**src/rtl/tcw_pkg.sv**
```systemverilog
package tcw_pkg;

    localparam int COLUMNS  = 80;
    localparam int ROWS     = 25;
    localparam int TAB_STOP = 8;

    localparam int CELLS    = COLUMNS * ROWS;
    localparam int SCROLL_N = (ROWS - 1) * COLUMNS;
    localparam int ADDR_W   = $clog2(CELLS);
    localparam int PH_W     = $clog2(TAB_STOP);

    localparam logic [7:0]  CH_BS      = 8'd8;
    localparam logic [7:0]  CH_TAB     = 8'd9;
    localparam logic [7:0]  CH_NL      = 8'd10;
    localparam logic [7:0]  CH_SPACE   = 8'h20;
    localparam logic [7:0]  RESET_ATTR = 8'h07;
    localparam logic [15:0] RESET_CELL = {RESET_ATTR, CH_SPACE};

    typedef enum logic [1:0] {
        FUNC_PUT   = 2'd0,
        FUNC_CLEAR = 2'd1,
        FUNC_READ  = 2'd2,
        FUNC_NOP   = 2'd3
    } func_t;

    typedef struct packed {
        logic [1:0] func;
        logic [7:0] char_code;
        logic [4:0] read_row;
        logic [6:0] read_col;
    } cmd_t;

    typedef struct packed {
        logic [6:0]  cursor_col;
        logic [4:0]  cursor_row;
        logic [15:0] cell_value;
        logic        scrolled;
    } rsp_t;

    // cursor update computed for one put item
    typedef struct packed {
        logic [6:0]      col;
        logic [4:0]      row;
        logic [PH_W-1:0] phase;
        logic            wr_en;
        logic [6:0]      wr_col;
        logic [15:0]     wr_data;
        logic            scroll;
    } cur_upd_t;

    function automatic logic [ADDR_W-1:0] cell_addr(input logic [4:0] row,
                                                    input logic [6:0] col);
        logic [ADDR_W-1:0] a;
        a = ADDR_W'(row) * ADDR_W'(COLUMNS) + ADDR_W'(col);
        return a;
    endfunction

endpackage

```
**src/rtl/tcw_cursor.sv**
```systemverilog
module tcw_cursor
    import tcw_pkg::*;
(
    input  logic [6:0]      col,
    input  logic [4:0]      row,
    input  logic [PH_W-1:0] phase,
    input  logic [7:0]      char_code,
    input  logic [7:0]      attr,
    output cur_upd_t        upd
);

    logic [7:0]      nx;
    logic [5:0]      ny;
    logic [PH_W-1:0] nph;

    always_comb
    begin
        nx           = {1'b0, col};
        ny           = {1'b0, row};
        nph          = phase;
        upd.wr_en    = 1'b0;
        upd.wr_col   = col;
        upd.wr_data  = {attr, char_code};

        if (char_code == CH_NL)
        begin
            nx  = '0;
            ny  = ny + 6'd1;
            nph = '0;
        end
        else if (char_code == CH_TAB)
        begin
            // phase tracks col mod tab stop
            nx  = {1'b0, col} + 8'(TAB_STOP) - 8'(phase);
            nph = '0;
        end
        else if (char_code == CH_BS)
        begin
            if (col != '0)
            begin
                nx          = {1'b0, col} - 8'd1;
                nph         = (phase == '0) ? PH_W'(TAB_STOP - 1) : phase - PH_W'(1);
                upd.wr_en   = 1'b1;
                upd.wr_col  = col - 7'd1;
                upd.wr_data = {attr, CH_SPACE};
            end
        end
        else
        begin
            nx        = {1'b0, col} + 8'd1;
            nph       = (phase == PH_W'(TAB_STOP - 1)) ? '0 : phase + PH_W'(1);
            upd.wr_en = 1'b1;
        end

        if (nx >= 8'(COLUMNS))
        begin
            nx  = '0;
            ny  = ny + 6'd1;
            nph = '0;
        end

        upd.scroll = 1'b0;
        if (ny >= 6'(ROWS))
        begin
            ny         = 6'(ROWS - 1);
            upd.scroll = 1'b1;
        end

        upd.col   = nx[6:0];
        upd.row   = ny[4:0];
        upd.phase = nph;
    end

endmodule

```
**config.mk**
```make
export PLATFORM = sky130hd
export DESIGN_NAME = tcw_cursor
export DESIGN_NICKNAME = d
export VERILOG_FILES = /design/src/rtl/tcw_pkg.sv /design/src/rtl/tcw_cursor.sv
export SDC_FILE = /design/constraint.sdc
export NUM_CORES = 1
export LEC_CHECK = 0
export CAP_MARGIN = 40
export CORE_ASPECT_RATIO = 1.25
export CORE_UTILIZATION = 65
export DETAILED_ROUTE_END_ITERATION = 16
export DONT_BUFFER_PORTS = 1
export GPL_ROUTABILITY_DRIVEN = 0
export PLACE_DENSITY = 0.79
export SYNTH_ARGS = -nofsm -noshare
export SYNTH_HDL_FRONTEND = slang
export SYNTH_SLANG_ARGS = --single-unit
export TNS_END_PERCENT = 100
```
**constraint.sdc**
```tcl
create_clock -name vclk -period 4.8
set_input_delay 0.48 -clock vclk [all_inputs]
set_output_delay 0.48 -clock vclk [all_outputs]
set_load 0.03 [all_outputs]
```
Word level (Yosys, flattened, before mapping)
Index checks and enable logic that the tools add are counted.

word-level totals
  bits in writable memories = 0
  memories kept = 0
  bits in latches = 0
  input port bits = 31
  output and inout bits = 40
  register bits = 0
  bits in read-only memories = 0

operators by class
  add/subtract/negate cells = 9
  shift-type cells = 0
  bitwise gates (word level) = 0
  div/mod/pow operators = 0
  multiply operators = 0
  magnitude comparators = 2
  equality and inequality tests = 4
  reduce and logical (&&, ||, !) cells = 2
  muxes and demuxes = 21

operators with widths
  kind                                                                                 count
  24-bit 2-to-1 mux                                                                    3
  8-bit 2-to-1 mux                                                                     4
  8-bit by 4-bit == test with 1-bit output, second input constant                      3
  23-bit 2-to-1 mux                                                                    1
  3-bit 2-to-1 mux                                                                     7
  6-bit 2-to-1 mux                                                                     2
  7-bit by 1-bit adder with 8-bit output, second input constant                        1
  7-bit by 4-bit adder with 8-bit output, second input constant                        1
  8-bit by 7-bit greater-or-equal comparator with 1-bit output, second input constant  1
  7-bit by 1-bit subtractor with 8-bit output, second input constant                   1
  8-bit by 3-bit subtractor with 8-bit output                                          1
  7-bit 2-to-1 mux                                                                     1
  7-bit nonzero test                                                                   1
  7-bit by 1-bit subtractor with 7-bit output, second input constant                   1
  5-bit by 1-bit adder with 6-bit output, second input constant                        1
  6-bit by 1-bit adder with 6-bit output, second input constant                        1
  6-bit by 5-bit greater-or-equal comparator with 1-bit output, second input constant  1
  5-bit 2-to-1 mux                                                                     1
  3-bit by 1-bit adder with 3-bit output, second input constant                        1
  3-bit == test, second input constant                                                 1
  3-bit zero test                                                                      1
  3-bit by 1-bit subtractor with 3-bit output, second input constant                   1
  1-bit 2-to-1 mux                                                                     2

Longest topological paths before layout
Gate-level depths: netlist (run 1).

  depth after elaboration = 9
  depth in mapped cells = 16
  gate-level depth less buffers = 14

Worst setup path before layout (run 1)
No wires, ideal clock.

  path kind = input to output
  start = input port col[0]
  end = output port upd[39] in the netlist's numbering
  buffers on the path = 2
  arrival = 3.787 ns
  slack = 0.533 ns
  stages on the path = 15
  cells stage by stage = clkbuf_1 -> inv_1 -> ha_1 -> inv_1 -> ha_1 -> inv_1 -> fa_1 -> nor2b_1 -> nor2_1 -> xnor2_1 -> a2bb2oi_2 -> a2111oi_4 -> nor3_4 -> buf_6 -> nor4b_1

RTL lines
  item             RTL line         RTL
  start, declared  tcw_cursor.sv:4  input logic [6:0] col,
  end, declared    tcw_cursor.sv:9  output cur_upd_t upd

==> results of run 1 <==
==> cell families after synthesis <==
| logic type | synth area share, % |
|---|---|
| simple gates | 33.26 |
| compound gates | 29.06 |
| buf+inv | 11.54 |
| mux | 1.852 |
| xor+xnor | 7.479 |
| fa+ha+maj | 16.81 |
==> power breakdown <==
group          internal, mW  switching (mW)
Combinational        0.0575           0.101
Clock                     0               0
Sequential                0               0
==> area by class of cell <==
class              count  share of cell area (%)
multi-input cells    202                   92.20
inverters             14                   3.118
well taps             33                   2.450
repair buffers         6                   2.227
==> worst max-delay path, delay by kind of cell <==
| family | cells | cell delay (ps) |
|---|---|---|
| AND/OR/NAND/NOR | 4 | 1720 |
| AO/OA/AOI/OAI | 4 | 1340 |
==> per-layer routing <==
layer | global-route usage, % | share of wire (%) | vias to the layer above
met3 | 5.089 | 5.4 | 22
met1 | 33.73 | 38 | 840
li1 | - | - | 834
met4 | 15.55 | 4.4 | 0
met2 | 66.20 | 53 | 79
met5 | 0 | 0 | -
==> worst max-delay path by stage <==
stage                      start       to  slack, ps  cells after the start
global placement    char_code[4]  upd[29]        870                      8
detailed placement  char_code[4]  upd[29]        770                      8
CTS                 char_code[4]  upd[29]        770                      8
floorplan                 col[0]  upd[39]        530                     15
global route            phase[1]  upd[29]        520                     13
finish              char_code[4]  upd[29]        780                      8
==> cell usage after synthesis, types with 2 or more instances <==
master	n
buf_6	2
a21o_1	3
nor2b_1	6
nand2_1	15
o31ai_1	3
a211o_1	2
xor2_1	3
or3_1	7
nand2b_1	5
nand3b_1	3
a221o_1	2
xnor2_1	12
clkbuf_1	17
a211oi_1	4
a2111oi_4	3
a221oi_1	2
o21ai_0	10
or2_2	5
a21oi_1	10
ha_1	22
and3_1	3
buf_4	8
nor3_1	4
a22o_1	2
nor3_4	2
nand3_1	9
nand4_1	7
inv_1	14
nor4_1	2
and2_1	3
a211oi_2	2
nor2_1	22
==> flow_summary.ini, run 1 <==
[finish]
clkbuf_count = 0
nets = 278
antenna_cells = 0
fin_cells = 255
drive_gt1_share_pct = 13.51
layout.area.seq_um2 = 0
nFillCells = 230
final_util_pct = 67.35
multi_input_area_mm2 = 0.001554
seq_cells = 0
fin_area_mm2 = 0.001685
layout_common_cells = nor2_1, ha_1, nand2_1
areaGrowthSynthToFinish_pct = -4.060

[pwr]
power.total_mw = 0.1584
ir_drop_v = 0.00007285
p_per_area_mw_per_mm2 = 94.00
p_leak_nw = 0.6620

[timing]
finalSetupTns_ps = 0
slew_headroom_pct = 48.77
whs_ps = 960.1
fin_crit_sh_pct = 83.85
hold_violations = 0
timing.final.ws_setup_ps = 775.2
fmax_mhz = 248.5
fin_crit_ps = 4025
grt_setup_unrepaired = no
slew_violations = 0
setup_viol = 0
max_slew.worst_pin.slew_ps = 762.9

[critical_path]
cp-start-kind = input pin
critPathMaxFanout = 13
path_common_cell = a2111oi_4
required_ps = 4320
cpPeakStageDelay_ps = 590
crit_type = in -> out
worstSetupEndpointType = output pin
crit_chain = or4_4 -> or3_4 -> and3_4 -> a2111oi_4 -> a2111oi_4 -> nor3_4 -> o22ai_2 -> a211oi_2
cpMaxStageDelayCell = or4_4
cp_data_arrival_time_ps = 3540

[synthesis]
syn-instance-count = 244
ys_types = 62
synth_largest_area_cell = ha_1
syn_avg_cell_area_um2 = 7.200
synthTopCellsByArea = ha_1, xnor2_1, a2111oi_4, nor2_1, clkbuf_1
syn_nets = 298
ys_seq_area_share_pct = 0
synth.cell_area_mm2 = 0.001757
yosysWarnings = 0
synth_top_area_share_pct = 15.67

[flow_run]
maxCapViolCount = 0

[placed_design]
place_area_mm2 = 0.001685
dp.final_hpwl_mm = 3.886
place_ws_ps = 772.5
port_buffers = 0
dp_cells = 255

[route]
vias_per_cell = 6.961
postRouteAntennaNets = 0
vias = 1775
wirelength_mm = 4.660
drtIter0Drc = 26
detail_route.first_pass.iterations = 5
avgRoutedWirePerCell_um = 18.27
drc_errors = 0

[floorplan]
start_util_pct = 70.20
rows = 20
die-area_mm2 = 0.002916
core-area_mm2 = 0.002502
die_x_um = 48.50
die_y_um = 60.13
num_io_pins = 71

[worst_hold_path]
min_path_type = in -> out
holdPathStages = 0
hp-start = attr[0]
holdPathEnd = upd[9]

[clock_tree]
hold_buffers = 0
post_cts_buffers = 0
ctsResizeCount = 0

[status]
status = complete, no violations

[grt]
grt_pass1_wl_mm = 7.714
grt_overflow = 0
grt_start_max_net_pins = 14
grt_pass1_vias = 1702
track_usage_pct = 33.04
antenna_found_initial = 0
Note: power is estimated with default switching activity, not from simulation.
==> run 2, diff against run 1 <==
==> constraint.sdc (replaced) <==
create_clock -name vclk -period 3.9
set_input_delay 0.39 -clock vclk [all_inputs]
set_output_delay 0.39 -clock vclk [all_outputs]
set_load 0.03 [all_outputs]
==> flow_summary.ini, run 2 (synthesis gave the netlist of run 1 again) <==
[status]
status = complete, no violations

[placed_design]
place_ws_ps = 121.1
dp.final_hpwl_mm = 4.052
place_area_mm2 = 0.001814
dp_cells = 270
port_buffers = 0

[timing]
fmax_mhz = 265.4
fin_crit_sh_pct = 96.63
slew_violations = 0
timing.final.ws_setup_ps = 131.5
hold_violations = 0
whs_ps = 780.1
slew_headroom_pct = 50.05
fin_crit_ps = 3768
finalSetupTns_ps = 0
setup_viol = 0
max_slew.worst_pin.slew_ps = 743.9

[pwr]
p_leak_nw = 0.7619
ir_drop_v = 0.00008437
power.total_mw = 0.2198
p_per_area_mw_per_mm2 = 118.8

[route]
drtIter0Drc = 97
vias = 1894
detail_route.first_pass.iterations = 5
drc_errors = 0
postRouteAntennaNets = 0
avgRoutedWirePerCell_um = 18.35
vias_per_cell = 6.912
wirelength_mm = 5.027

[grt]
grt_pass1_vias = 1875
grt_start_max_net_pins = 14
grt_overflow = 0
antenna_found_initial = 0
track_usage_pct = 34.58
grt_pass1_wl_mm = 8.073

[critical_path]
worstSetupEndpointType = output pin
cpMaxStageDelayCell = a2111oi_4
critical-path-top-delay-family = compound AO/OA/AOI/OAI gates
critPathMaxFanout = 9
cp_data_arrival_time_ps = 3380
crit_type = in -> out
crit_chain = inv_1 -> ha_1 -> ha_1 -> inv_1 -> fa_1 -> nor2b_2 -> nor2_1 -> xnor2_1 -> a2bb2oi_2 -> a2111oi_4 -> nor3_4 -> buf_4 -> or3_1 -> a32o_1
crit_buf_inv = 3
cp-start-kind = input pin
required_ps = 3510
cpPeakStageDelay_ps = 450

[finish]
fin_cells = 274
clkbuf_count = 0
nFillCells = 210
fin_area_mm2 = 0.001851
antenna_cells = 0
final_util_pct = 73.95
seq_cells = 0
drive_gt1_share_pct = 21.99
final_common_cell = buf_4
layout_common_cells = buf_4, nor2_1, ha_1
multi_input_area_mm2 = 0.001572
areaGrowthSynthToFinish_pct = 5.342
layout.area.seq_um2 = 0
nets = 297

[worst_hold_path]
min_path_type = in -> out

[floorplan]
start_util_pct = 70.20
num_io_pins = 71
rows = 20
die-area_mm2 = 0.002916
core-area_mm2 = 0.002502
die_y_um = 60.13
die_x_um = 48.50

[flow_run]
maxCapViolCount = 0

[clock_tree]
hold_buffers = 0
-- run 2: repair_timing --
| item | 4_1_cts | 5_1_grt |
|---|---|---|
| setup endpoints to repair | 0 | 9 |
| setup buffers | 0 | 4 |
| gates resized for setup | 0 | 2 |
-- run 2: per-layer routing --
metal  share of wire (%)  vias to the layer above  track usage (%)
met4                 4.0                        0            19.33
li1                    -                      876                -
met1                  37                      885            34.68
met5                   0                        -                0
met2                  53                      104            69.42
met3                 5.6                       29            4.326
-- run 2: power breakdown --
group	internal [mW]	switching (mW)
Combinational	0.0887	0.131
Clock	0	0
Sequential	0	0
-- run 2: worst paths after layout --
check                     from     end  slack (ps)  cells past startpoint
worst max-delay path  phase[1]  upd[0]         130                     14
worst min-delay path   attr[0]  upd[9]         780                      0
-- run 2: area by class of cell --
cell class                      count  area share, %
Multi-Input combinational cell    202          84.92
Tap cell                           33          2.231
Timing Repair Buffer               25          10.01
Inverter                           14          2.840
